==> src/design/fts_pkg.sv <==
// ----------------------------------------------------------------------------
// fts_pkg
// Shared types and constants of the filtered threshold switch.
// ----------------------------------------------------------------------------
package fts_pkg;

   localparam int DATA_W         = 16;   // sample, level and threshold width
   localparam int LEN_W          = 5;    // window length register width
   localparam int MODE_W         = 2;
   localparam int CSR_IDX_W      = 3;
   localparam int CSR_DATA_W     = 16;
   localparam int MAX_WINDOW_DEF = 16;

   // register indexes
   localparam logic [CSR_IDX_W-1:0] CSR_FILTER_ENABLE    = 3'd0;
   localparam logic [CSR_IDX_W-1:0] CSR_WINDOW_LENGTH    = 3'd1;
   localparam logic [CSR_IDX_W-1:0] CSR_EVENT_MODE       = 3'd2;
   localparam logic [CSR_IDX_W-1:0] CSR_SINGLE_THRESHOLD = 3'd3;
   localparam logic [CSR_IDX_W-1:0] CSR_LOW_THRESHOLD    = 3'd4;
   localparam logic [CSR_IDX_W-1:0] CSR_HIGH_THRESHOLD   = 3'd5;

   // event modes
   localparam logic [MODE_W-1:0] MODE_NONE   = 2'd0;
   localparam logic [MODE_W-1:0] MODE_SINGLE = 2'd1;
   localparam logic [MODE_W-1:0] MODE_HYST   = 2'd2;

   typedef enum logic [2:0] {
      ST_IDLE,
      ST_READ,
      ST_UPDATE,
      ST_DIVIDE,
      ST_FINISH
   } state_type;

   typedef struct packed {
      logic capture;    // take the item's sample
      logic mem_read;   // advance position, read oldest entry
      logic update;     // update sum and store, load divider
      logic div_step;   // one quotient bit
      logic finish;     // compare and load the result register
   } cmd_type;

   typedef struct packed {
      logic filter_en;
      logic div_last;
      logic out_free;
   } sts_type;

endpackage

==> src/design/fts_ram.sv <==
// ----------------------------------------------------------------------------
// fts_ram
// Generic single-write, single-read RAM with registered read data.
// ----------------------------------------------------------------------------
module fts_ram #(
   parameter int WIDTH  = 16,
   parameter int DEPTH  = 16,
   parameter int ADDR_W = (DEPTH > 1) ? $clog2(DEPTH) : 1
) (
   input  logic              clock,
   input  logic              wr_en,
   input  logic [ADDR_W-1:0] wr_addr,
   input  logic [WIDTH-1:0]  wr_data,
   input  logic              rd_en,
   input  logic [ADDR_W-1:0] rd_addr,
   output logic [WIDTH-1:0]  rd_data
);

   logic [WIDTH-1:0] mem_ff [DEPTH];
   logic [WIDTH-1:0] rd_data_ff;

   always_ff @(posedge clock) begin
      if (wr_en) begin
         mem_ff[wr_addr] <= wr_data;
      end
      if (rd_en) begin
         rd_data_ff <= mem_ff[rd_addr];
      end
   end

   assign rd_data = rd_data_ff;

endmodule

==> src/design/fts_ctrl.sv <==
// ----------------------------------------------------------------------------
// fts_ctrl
// Sequencer: capture, window read, update, serial divide, result load; filter off goes from capture to result load.
// ----------------------------------------------------------------------------
module fts_ctrl (
   input  logic             clock,
   input  logic             reset,
   input  logic             req_valid,
   output logic             req_ready,
   output fts_pkg::cmd_type cmd,
   input  fts_pkg::sts_type sts
);

   fts_pkg::state_type state_ff, state_in;

   always_ff @(posedge clock) begin
      if (reset) begin
         state_ff <= fts_pkg::ST_IDLE;
      end else begin
         state_ff <= state_in;
      end
   end

   always_comb begin
      state_in = state_ff;
      case (state_ff)
         fts_pkg::ST_IDLE: begin
            if (req_valid) begin
               state_in = sts.filter_en ? fts_pkg::ST_READ : fts_pkg::ST_FINISH;
            end
         end
         fts_pkg::ST_READ:   state_in = fts_pkg::ST_UPDATE;
         fts_pkg::ST_UPDATE: state_in = fts_pkg::ST_DIVIDE;
         fts_pkg::ST_DIVIDE: begin
            if (sts.div_last) begin
               state_in = fts_pkg::ST_FINISH;
            end
         end
         fts_pkg::ST_FINISH: begin
            if (sts.out_free) begin
               state_in = fts_pkg::ST_IDLE;
            end
         end
         default: state_in = fts_pkg::ST_IDLE;
      endcase
   end

   always_comb begin
      req_ready = 1'b0;
      cmd       = '0;
      case (state_ff)
         fts_pkg::ST_IDLE: begin
            req_ready   = 1'b1;
            cmd.capture = req_valid;
         end
         fts_pkg::ST_READ:   cmd.mem_read = 1'b1;
         fts_pkg::ST_UPDATE: cmd.update   = 1'b1;
         fts_pkg::ST_DIVIDE: cmd.div_step = 1'b1;
         fts_pkg::ST_FINISH: cmd.finish   = sts.out_free;
         default: begin
            req_ready = 1'b0;
         end
      endcase
   end

endmodule

==> src/design/fts_dp.sv <==
// ----------------------------------------------------------------------------
// fts_dp
// Datapath: config registers, window store, running sum, serial divider,
// threshold logic and result register.
// ----------------------------------------------------------------------------
module fts_dp #(
   parameter int MAX_WINDOW = fts_pkg::MAX_WINDOW_DEF
) (
   input  logic                             clock,
   input  logic                             reset,
   input  logic                             csr_we,
   input  logic [fts_pkg::CSR_IDX_W-1:0]    csr_index,
   input  logic [fts_pkg::CSR_DATA_W-1:0]   csr_wdata,
   input  logic [fts_pkg::DATA_W-1:0]       req_sample,
   output logic                             rsp_valid,
   input  logic                             rsp_ready,
   output logic [fts_pkg::DATA_W-1:0]       rsp_level,
   output logic                             rsp_switch_on,
   output logic                             rsp_changed,
   input  fts_pkg::cmd_type                 cmd,
   output fts_pkg::sts_type                 sts
);

   localparam int DW      = fts_pkg::DATA_W;
   localparam int LW      = fts_pkg::LEN_W;
   localparam int IDX_W   = (MAX_WINDOW > 1) ? $clog2(MAX_WINDOW) : 1;
   localparam int SUM_W   = DW + $clog2(MAX_WINDOW);
   localparam int CNT_W   = $clog2(SUM_W);
   localparam int CMP_W   = (IDX_W + 1 > LW) ? IDX_W + 1 : LW;
   localparam int MaxLenI = (MAX_WINDOW < (2 ** LW) - 1) ? MAX_WINDOW : (2 ** LW) - 1;
   localparam logic [LW-1:0]    MaxLen  = LW'(MaxLenI);
   localparam logic [CNT_W-1:0] LastCnt = CNT_W'(SUM_W - 1);
   localparam logic [SUM_W-1:0] SatLvl  = SUM_W'({DW{1'b1}});

   // configuration
   logic                            filter_en_ff;
   logic [LW-1:0]                   win_len_ff;
   logic [fts_pkg::MODE_W-1:0]      mode_ff;
   logic [DW-1:0]                   thr_single_ff, thr_low_ff, thr_high_ff;

   always_ff @(posedge clock) begin
      if (reset) begin
         filter_en_ff  <= 1'b0;
         win_len_ff    <= LW'(1);
         mode_ff       <= fts_pkg::MODE_NONE;
         thr_single_ff <= '0;
         thr_low_ff    <= '0;
         thr_high_ff   <= '0;
      end else if (csr_we) begin
         case (csr_index)
            fts_pkg::CSR_FILTER_ENABLE:    filter_en_ff  <= csr_wdata[0];
            fts_pkg::CSR_WINDOW_LENGTH:    win_len_ff    <= csr_wdata[LW-1:0];
            fts_pkg::CSR_EVENT_MODE:       mode_ff       <= csr_wdata[fts_pkg::MODE_W-1:0];
            fts_pkg::CSR_SINGLE_THRESHOLD: thr_single_ff <= csr_wdata[DW-1:0];
            fts_pkg::CSR_LOW_THRESHOLD:    thr_low_ff    <= csr_wdata[DW-1:0];
            fts_pkg::CSR_HIGH_THRESHOLD:   thr_high_ff   <= csr_wdata[DW-1:0];
            default: begin
            end
         endcase
      end
   end

   // effective window length: zero counts as one, capped at the store depth and at 31
   logic [LW-1:0] eff_len;
   always_comb begin
      if (win_len_ff == '0) begin
         eff_len = LW'(1);
      end else if (win_len_ff > MaxLen) begin
         eff_len = MaxLen;
      end else begin
         eff_len = win_len_ff;
      end
   end

   // ring position advance
   logic [IDX_W-1:0] ring_ff, ring_in;
   logic [CMP_W-1:0] pos_inc;
   logic [IDX_W-1:0] pos_next;

   assign pos_inc  = CMP_W'(ring_ff) + CMP_W'(1);
   assign pos_next = (pos_inc >= CMP_W'(eff_len)) ? '0 : pos_inc[IDX_W-1:0];

   logic [DW-1:0]    sample_ff;
   logic [MAX_WINDOW-1:0] vld_ff;
   logic             vld_rd_ff;
   logic [DW-1:0]    rd_data;
   logic [DW-1:0]    old_val;
   logic [SUM_W-1:0] sum_ff, sum_in, sum_sub;

   fts_ram #(
      .WIDTH  (DW),
      .DEPTH  (MAX_WINDOW),
      .ADDR_W (IDX_W)
   ) u_store (
      .clock   (clock),
      .wr_en   (cmd.update),
      .wr_addr (ring_ff),
      .wr_data (sample_ff),
      .rd_en   (cmd.mem_read),
      .rd_addr (pos_next),
      .rd_data (rd_data)
   );

   // never-written entries read as zero
   assign old_val = vld_rd_ff ? rd_data : '0;
   assign sum_sub = (sum_ff < SUM_W'(old_val)) ? '0 : sum_ff - SUM_W'(old_val);
   assign sum_in  = sum_sub + SUM_W'(sample_ff);
   assign ring_in = pos_next;

   always_ff @(posedge clock) begin
      if (cmd.capture) begin
         sample_ff <= req_sample;
      end
      if (cmd.mem_read) begin
         vld_rd_ff <= vld_ff[pos_next];
      end
   end

   always_ff @(posedge clock) begin
      if (reset) begin
         ring_ff <= '0;
         sum_ff  <= '0;
         vld_ff  <= '0;
      end else begin
         if (cmd.mem_read) begin
            ring_ff <= ring_in;
         end
         if (cmd.update) begin
            sum_ff          <= sum_in;
            vld_ff[ring_ff] <= 1'b1;
         end
      end
   end

   // restoring divider, one quotient bit per cycle
   logic [SUM_W-1:0] quo_ff, quo_in;
   logic [LW-1:0]    rem_ff, rem_in;
   logic [CNT_W-1:0] cnt_ff, cnt_in;
   logic [LW:0]      trial;
   logic             q_bit;

   assign trial = {rem_ff, quo_ff[SUM_W-1]};
   assign q_bit = (trial >= {1'b0, eff_len});

   always_comb begin
      quo_in = quo_ff;
      rem_in = rem_ff;
      cnt_in = cnt_ff;
      if (cmd.update) begin
         quo_in = sum_in;
         rem_in = '0;
         cnt_in = '0;
      end else if (cmd.div_step) begin
         quo_in = {quo_ff[SUM_W-2:0], q_bit};
         rem_in = q_bit ? LW'(trial - {1'b0, eff_len}) : trial[LW-1:0];
         cnt_in = cnt_ff + CNT_W'(1);
      end
   end

   always_ff @(posedge clock) begin
      quo_ff <= quo_in;
      rem_ff <= rem_in;
   end

   always_ff @(posedge clock) begin
      if (reset) begin
         cnt_ff <= '0;
      end else begin
         cnt_ff <= cnt_in;
      end
   end

   // level and switch decision
   logic [DW-1:0] level;
   logic          next_on;
   logic          held_ff;

   always_comb begin
      if (!filter_en_ff) begin
         level = sample_ff;
      end else if (quo_ff > SatLvl) begin
         level = '1;
      end else begin
         level = quo_ff[DW-1:0];
      end
   end

   always_comb begin
      next_on = held_ff;
      case (mode_ff)
         fts_pkg::MODE_SINGLE: next_on = (level >= thr_single_ff);
         fts_pkg::MODE_HYST: begin
            if (level <= thr_low_ff) begin
               next_on = 1'b0;
            end else if (level >= thr_high_ff) begin
               next_on = 1'b1;
            end
         end
         default: next_on = held_ff;
      endcase
   end

   // result register
   logic          rsp_valid_ff;
   logic [DW-1:0] rsp_level_ff;
   logic          rsp_switch_on_ff, rsp_changed_ff;

   always_ff @(posedge clock) begin
      if (reset) begin
         rsp_valid_ff <= 1'b0;
         held_ff      <= 1'b0;
      end else if (cmd.finish) begin
         rsp_valid_ff <= 1'b1;
         held_ff      <= next_on;
      end else if (rsp_ready) begin
         rsp_valid_ff <= 1'b0;
      end
   end

   always_ff @(posedge clock) begin
      if (cmd.finish) begin
         rsp_level_ff     <= level;
         rsp_switch_on_ff <= next_on;
         rsp_changed_ff   <= next_on ^ held_ff;
      end
   end

   assign rsp_valid     = rsp_valid_ff;
   assign rsp_level     = rsp_level_ff;
   assign rsp_switch_on = rsp_switch_on_ff;
   assign rsp_changed   = rsp_changed_ff;

   assign sts.filter_en = filter_en_ff;
   assign sts.div_last  = (cnt_ff == LastCnt);
   assign sts.out_free  = !rsp_valid_ff || rsp_ready;

endmodule

==> src/design/filtered_threshold_switch.sv <==
// ----------------------------------------------------------------------------
// filtered_threshold_switch
// Moving-average filter with single or hysteresis threshold switch output.
// ----------------------------------------------------------------------------
//  channel | ports                                   | handshake
//  --------+-----------------------------------------+---------------
//  request | req_sample                              | req_valid/ready
//  result  | rsp_level, rsp_switch_on, rsp_changed   | rsp_valid/ready
//  config  | csr_index, csr_wdata                    | csr_we
//
//  filtered item: window read, update, then a serial divide of the running sum
//  by the effective window length, one quotient bit per cycle.
//  raw item (filter off): straight to the result load. new items wait for idle.
//  reset is synchronous; the store uses per-entry valid bits, no clearing pass.
//  a waiting result stalls the next item only at its final load step.
// ----------------------------------------------------------------------------
module filtered_threshold_switch #(
   parameter int MAX_WINDOW = fts_pkg::MAX_WINDOW_DEF
) (
   input  logic                             clock,
   input  logic                             reset,
   input  logic                             csr_we,
   input  logic [fts_pkg::CSR_IDX_W-1:0]    csr_index,
   input  logic [fts_pkg::CSR_DATA_W-1:0]   csr_wdata,
   input  logic                             req_valid,
   output logic                             req_ready,
   input  logic [fts_pkg::DATA_W-1:0]       req_sample,
   output logic                             rsp_valid,
   input  logic                             rsp_ready,
   output logic [fts_pkg::DATA_W-1:0]       rsp_level,
   output logic                             rsp_switch_on,
   output logic                             rsp_changed
);

   fts_pkg::cmd_type cmd;
   fts_pkg::sts_type sts;

   fts_ctrl u_ctrl (
      .clock     (clock),
      .reset     (reset),
      .req_valid (req_valid),
      .req_ready (req_ready),
      .cmd       (cmd),
      .sts       (sts)
   );

   fts_dp #(
      .MAX_WINDOW (MAX_WINDOW)
   ) u_dp (
      .clock         (clock),
      .reset         (reset),
      .csr_we        (csr_we),
      .csr_index     (csr_index),
      .csr_wdata     (csr_wdata),
      .req_sample    (req_sample),
      .rsp_valid     (rsp_valid),
      .rsp_ready     (rsp_ready),
      .rsp_level     (rsp_level),
      .rsp_switch_on (rsp_switch_on),
      .rsp_changed   (rsp_changed),
      .cmd           (cmd),
      .sts           (sts)
   );

endmodule
==> config.mk <==
export PLATFORM = sky130hd
export DESIGN_NAME = filtered_threshold_switch
export DESIGN_NICKNAME = d
export VERILOG_FILES = /design/src/design/fts_pkg.sv /design/src/design/fts_ram.sv /design/src/design/fts_ctrl.sv /design/src/design/fts_dp.sv /design/src/design/filtered_threshold_switch.sv
export SDC_FILE = /design/constraint.sdc
export NUM_CORES = 1
export LEC_CHECK = 0
export ABC_CLOCK_PERIOD_IN_PS = 13050
export BUFFER_PORTS_ARGS = -buffer_cell sky130_fd_sc_hd__buf_2
export CORE_ASPECT_RATIO = 1.75
export CORE_UTILIZATION = 30
export CTS_BUF_LIST = sky130_fd_sc_hd__clkbuf_16
export DETAILED_ROUTE_END_ITERATION = 10
export GPL_TIMING_DRIVEN = 0
export SYNTH_ARGS = -nofsm -noshare
export SYNTH_HDL_FRONTEND = slang
export SYNTH_SLANG_ARGS = --single-unit
==> constraint.sdc <==
create_clock -name clock -period 13.05 [get_ports clock]
set_clock_uncertainty 0.1 [all_clocks]
set_input_delay 0.6525 -clock clock [delete_from_list [all_inputs] [get_ports clock]]
set_output_delay 0.6525 -clock clock [all_outputs]
set_load 0.03 [all_outputs]
# Word-level counts from Yosys, hierarchy flattened
# Memory sizes are Yosys's and may differ from the RTL's. A register that Yosys moved wholly into a read port is not among the register bits.
# Index checks and enable logic that the tools add are counted.
totals:
  mem_count: 1
  output_inout_bits: 20
  ramBits: 256
  in_bits: 40
  ff_bits: 166
  wordCells: 102
mem_list:
  columns: ["memory", "words", "word_bits", "read_ports", "rd_clocked_by_memory_dff", "write_ports", "line_no", "text"]
  rows:
  - ["u_dp.u_store.mem_ff", 16, 16, 1, 1, 1, "fts_ram.sv:19", "logic [WIDTH-1:0] mem_ff [DEPTH];"]
classes:
  n_bitwise: 2
  order_cmp: 11
  n_eq_ne: 15
  add_sub_neg: 5
  reduce_logical: 16
  mux: 32
op_table:
  columns: ["cell", "count"]
  rows:
  - ["20-bit two-way mux", 3]
  - ["16-bit two-way mux", 3]
  - ["16-bit >= comparator", 2]
  - ["20-bit by 16-bit adder with 20-bit output", 1]
  - ["20-bit by 16-bit > comparator with 1-bit output, second input constant", 1]
  - ["20-bit by 16-bit < comparator with 1-bit output", 1]
  - ["20-bit by 16-bit subtractor with 20-bit output", 1]
  - ["16-bit <= comparator", 1]
  - ["16-bit OR", 1]
  - ["5-bit two-way mux", 3]
  - ["3-bit one-hot mux with 5 select lines", 1]
  - ["1-bit two-way mux", 14]
  - ["3-bit by 2-bit equality test with 1-bit output, second input constant", 4]
  - ["3-bit two-way mux", 4]
  - ["2-bit AND reduction", 6]
  - ["4-bit by 5-bit < comparator with 1-bit output, second input constant", 2]
  - ["3-bit equality test, second input constant", 3]
  - ["3-bit by 1-bit equality test with 1-bit output, second input constant", 2]
  - ["6-bit by 5-bit >= comparator with 1-bit output", 1]
  - ["3-bit zero test", 2]
  - ["4-bit by 1-bit adder with 5-bit output, second input constant", 1]
  - ["5-bit by 1-bit adder with 5-bit output, second input constant", 1]
  - ["5-bit equality test, second input constant", 1]
  - ["5-bit >= comparator", 1]
  - ["other kinds (19)", 21]

# Logic depth before layout (Yosys ltp)
depth:
  depth_word: 8
  mapped_depth: 21

# Modules after synthesis
# Synthesis repeated with hierarchy kept, for this count alone.
unflattened:
  cells_unflattened: 1554
  hier_area_um2: 19975.4
modules_own_cells:
  columns: ["mod", "area_each_um2", "cells_per_inst", "n_inst", "seq_area_each_um2"]
  rows:
  - ["fts_ram", 10202.3, 432, 1, 8167.8]
  - ["fts_dp", 9542.9, 1092, 1, 3813.7]
  - ["fts_ctrl", 230.2, 30, 1, 60.1]

# Worst setup path after synthesis
# No wires, ideal clock.
synth_path:
  path_kind: "register -> register"
  start: "reg u_dp.vld_rd_ff"
  end: "reg u_dp.quo_ff[18] (data pin)"
  setup_ns: 0.271
  stages_incl_launch_ff: 22
  arrival_time_ns: 4.342
  path_buffers: 2
  path_slack_ns: 8.337
  period_less_slack_ns: 4.713
  cell_sequence: "edfxtp_1 > and2_1 > ha_1 > inv_1 > fa_1 > a211oi_1 > o21ai_1 > o211ai_1 > and4b_1 > buf_2 > buf_1 > nor2_1 > ha_1 > fa_1 > a21o_1 > nand3_1 > a21bo_2 > a31oi_1 > o41ai_1 > nor4_1 > xor2_1 > a21oi_1"
synth_between:
  elab_chain_len: 5
  elab_cells_between_ends: 6
  classes_between: "2 x add/sub; 1 x order compare; 3 x mux"
synth_lines:
  columns: ["element", "line_no", "text"]
  rows:
  - ["start, declared", "fts_dp.sv:85", "logic vld_rd_ff;"]
  - ["start signal, assigned", "fts_dp.sv:115", "vld_rd_ff <= vld_ff[pos_next];"]
  - ["16-bit two-way mux *", "fts_dp.sv:105", "assign old_val = vld_rd_ff ? rd_data : '0;"]
  - ["20-bit by 16-bit subtractor with 20-bit output / 20-bit by 16-bit < comparator with 1-bit output (equally long branches)", "fts_dp.sv:106", "assign sum_sub = (sum_ff < SUM_W'(old_val)) ? '0 : sum_ff - SUM_W'(old_val);"]
  - ["20-bit two-way mux *", "fts_dp.sv:106", null]
  - ["20-bit by 16-bit adder with 20-bit output *", "fts_dp.sv:107", "assign sum_in = sum_sub + SUM_W'(sample_ff);"]
  - ["20-bit two-way mux *", "fts_dp.sv:149", "if (cmd.update) begin"]
  - ["net u_dp.quo_in[18]", "fts_dp.sv:136", "logic [SUM_W-1:0] quo_ff, quo_in;"]
  - ["end signal, assigned", "fts_dp.sv:161", "quo_ff <= quo_in;"]
  - ["end, declared", "fts_dp.sv:136", null]
# The timed path passes the listed nets; every way through them passes the cells marked *.
# A chain may end at the register's enable or synchronous reset.

# Worst setup path in the final report
layout_path:
  start: "reg u_dp.ring_ff[0]"
  end: "reg u_dp.u_store.rd_data_ff[11], in the netlist u_dp.u_store.rd_data[11] (read register of u_dp.u_store.mem_ff) (data pin)"
layout_between:
  elab_chain_len: 3
layout_lines:
  columns: ["element", "line_no", "text"]
  rows:
  - ["start, declared", "fts_dp.sv:76", "logic [IDX_W-1:0] ring_ff, ring_in;"]
  - ["start signal, assigned", "fts_dp.sv:126", "ring_ff <= ring_in;"]
  - ["4-bit by 1-bit adder with 5-bit output *", "fts_dp.sv:80", "assign pos_inc = CMP_W'(ring_ff) + CMP_W'(1);"]
  - ["5-bit >= comparator", "fts_dp.sv:81", "assign pos_next = (pos_inc >= CMP_W'(eff_len)) ? '0 : pos_inc[IDX_W-1:0];"]
  - ["4-bit two-way mux *", "fts_dp.sv:81", null]
  - ["end, declared", "fts_ram.sv:20", "logic [WIDTH-1:0] rd_data_ff;"]
# Mark *: on every way between the ends. The rest lies on a longest branch, timed or not.

==> impl_metrics.json <==
{
  "worstMarginPinSlew_ns": 1.63,
  "drt_iter0_drc": 968,
  "clk_pin_slew_worst_paths_ns": 0.07,
  "crit_path_max_fanout": 10,
  "cap_violations": 1,
  "setup_violations": 0,
  "p_leak_uw": 0.00781,
  "tns_ns": 0,
  "dp_worst_setup_slack_ns": 7.19,
  "slew_violations": 3,
  "num-fill-cells": 6699,
  "synth_edf_count": 327,
  "outcome": "finished with violations",
  "antenna_found_initial": 0,
  "largest_reg_flops": 256,
  "cpMaxStageDelayCell": "o32ai_1",
  "cts_tree": "done",
  "ys.flop_type": "edfxtp_1",
  "cts_buffer_depth": 3,
  "placed_area_mm2": 0.0218,
  "io_buffers": 58,
  "crit_chain": "clkbuf_1 -> nand3_1 -> xnor2_1 -> clkbuf_1 -> ha_1 -> nand2_1 -> o21a_1 -> buf_2 -> nand2_2 -> buf_2 -> nor2_2 -> buf_2 -> a21oi_1 -> o32ai_1",
  "cp-start-kind": "flop",
  "fmax_mhz": 164,
  "yosysSeqAreaShare_pct": 59.3,
  "num-nets-final": 1965,
  "grt_overflow_total": 0,
  "drt_drc_violations_left": 0,
  "yosys.cell_types.count": 73,
  "cp_common_cell": "buf_2",
  "die_h_um": 346,
  "regMostFlops": "u_dp.u_store.mem_ff",
  "yosysWarnings": 0,
  "die_x_um": 199,
  "vias": 13900,
  "coreArea_mm2": 0.0666,
  "cp.required_ns": 13.08,
  "reg_top3": "u_dp.u_store.mem_ff: 256 flops, u_dp.quo_ff: 20 flops, u_dp.sum_ff: 20 flops",
  "cts_made_buffers": 36,
  "powerDensity_mw_per_mm2": 123,
  "dieArea_mm2": 0.0687,
  "place_hpwl_um": 42200,
  "ioPinCount": 60,
  "ctsResizeCount": 0,
  "grt_pass1_vias": 14200,
  "stdcell_area_mm2": 0.0230,
  "synth_cells": 1720,
  "grt_setup_unrepaired": "no",
  "post-route-period-util_pct": 46.8,
  "slew_headroom_pct": -9.30,
  "timing_worst_setup_path_type": "reg2reg",
  "setup_ws_ns": 6.95,
  "crit_path_max_incr_delay_ns": 1.30,
  "grt_pass1_wl_um": 84300,
  "synth_fp_nets": 1860,
  "cts_root_buf": "clkbuf_16",
  "place_congestion": 0.955,
  "netlist_area_mm2": 0.0203,
  "holdCritPathClass": "in2reg",
  "post_cts.repair.setup_buffers": 0,
  "ir_drop_v": 0.000120,
  "holdBufCountCts": 0,
  "htree_levels": 2,
  "grt.total_usage_pct": 16.4,
  "syn_avg_cell_area_um2": 11.8,
  "async_reset_ff_share_pct": 0,
  "drive_gt1_share_pct": 13.6,
  "arrival_ns": 6.14,
  "violations": "max-capacitance violations, max-slew violations",
  "start_util_pct": 30.5,
  "grt_max_degree": 27,
  "via_per_inst": 5.06,
  "cts_sinks": 438,
  "area_growth_pct": 13.4,
  "wl_per_cell_um": 20.5,
  "rows": 125,
  "post-route-min-period_ns": 6.10,
  "insertion_delay_ns": 0.58,
  "ant_nets": 0,
  "end_kind": "flop",
  "firstDrtPassIters": 5,
  "hold_viol_final": 0,
  "wl_um": 56300,
  "synth_seq_cells": 438
}
==> per-stage QoR <==
stage,utilization (%),hold WS [ns],total power (uW),cells
2_1_floorplan,-,0.326,1670,1720
3_3_place_gp,32.6,0.336,1750,2667
3_5_place_dp,32.8,0.346,1750,2676
4_1_cts,34.5,0.141,2840,2741
5_1_grt,34.5,0.148,2900,2741
6_report,34.5,0.160,2820,2742
==> synthesized netlist by cell type (4+ instances only) <==
master,number,area [um2]
mux2i_1,7,70.1
nand4_1,9,56.3
o211ai_1,7,52.6
nand2b_1,14,87.6
o22a_1,15,131
clkbuf_1,75,282
o221ai_1,16,140
a21o_1,25,188
edfxtp_1,327,9820
ha_1,97,1210
buf_2,6,30.0
buf_1,7,26.3
and2_1,29,181
a221o_1,18,180
a31oi_1,26,163
and3_1,10,62.6
xor2_1,16,140
dfxtp_1,111,2220
o21ai_0,38,190
nor2b_1,16,100
o32ai_1,16,140
inv_1,63,236
xnor2_1,17,149
a221oi_1,33,289
mux2_2,101,1140
nor4_1,4,25.0
nand3_1,17,85.1
nor3_1,27,135
a21oi_1,151,756
nand2_1,238,893
a211oi_1,11,82.6
nor2_1,104,390
o21a_1,9,67.6
==> placed cells by master, fill, tap and decap left out, drive strengths merged, types with 15 or more instances in the layout <==
master and n:
clkbuf 112, nor3 28, o22a 15, dfxtp 111, mux2 101, o32ai 16, a221oi 34, nor2 105
a21o 25, o21ai 41, nor2b 16, xnor2 17, a21oi 151, a31oi 26, and2 30, o221ai 16
inv 74, edfxtp 327, a221o 18, xor2 16, nand3 17, nand2 239, ha 97, buf 80
==> routing by layer <==
layer	global-route usage, %	vias to the layer above	part of all wire, %
li1	-	6613	-
met1	16.4	6803	36
met2	31.4	351	54
met3	1.51	114	3.2
met4	10.7	0	7.0
met5	0	-	0
==> final cells by class <==
cell class,count,area (um2),area share (%)
multi-input cells,1130,7710,33.5
clock inverters,28,234,1.02
well taps,889,1110,4.84
plain buffers,88,338,1.47
inverters,64,240,1.04
diodes,1,2.50,0.0109
repair buffers,67,399,1.74
clock buffers,37,926,4.03
flip-flops and latches,438,12000,52.4
==> path summary, 6_finish.rpt <==
check | startpoint | end | slack (ns) | cells past startpoint
hold / removal | req_sample[8] | u_dp.sample_ff[8]$_DFFE_PP_ | 0.16 | 1
setup reg to reg | u_dp.ring_ff[0]$_SDFFE_PP0P_ | u_dp.u_store.rd_data[11]$_DFFE_PP_ | 6.95 | 14
setup / recovery | u_dp.ring_ff[0]$_SDFFE_PP0P_ | u_dp.u_store.rd_data[11]$_DFFE_PP_ | 6.95 | 14
hold reg to reg | u_dp.thr_low_ff[3]$_SDFFE_PP0P_ | u_dp.thr_low_ff[3]$_SDFFE_PP0P_ | 0.35 | 2
==> kinds of logic (layout without fill, tap and decap cells) <==
family | Yosys count | after routing | share of synthesized area [%]
AND/OR/NAND/NOR | 491 | 491 | 10.9
flip-flops | 438 | 438 | 59.3
other | 0 | 1 | 0
buffers and inverters | 152 | 284 | 2.85
multiplexers | 108 | 108 | 5.95
AO/OA/AOI/OAI | 398 | 398 | 13.3
adder cells (fa/ha/maj) | 100 | 100 | 6.28
XOR/XNOR | 33 | 33 | 1.42
==> power breakdown <==
group / total (uW) / leakage (uW) / internal (uW) / switching (uW)
Sequential: 1540 / 0.00385 / 1510 / 29.9
Clock: 1100 / 0.000593 / 584 / 516
Combinational: 182 / 0.00337 / 66.2 / 116
Total: 2820 / 0.00781 / 2160 / 662
==> critical path: cells and delay by family (launching register included) <==
family	cells	cell delay [ns]
buf+inv	5	1.75
compound gates	3	1.57
xor+xnor	1	0.76
simple gates	4	0.73
flops	1	0.41
fa+ha+maj	1	0.33
Power figures use the tool's default switching activity.
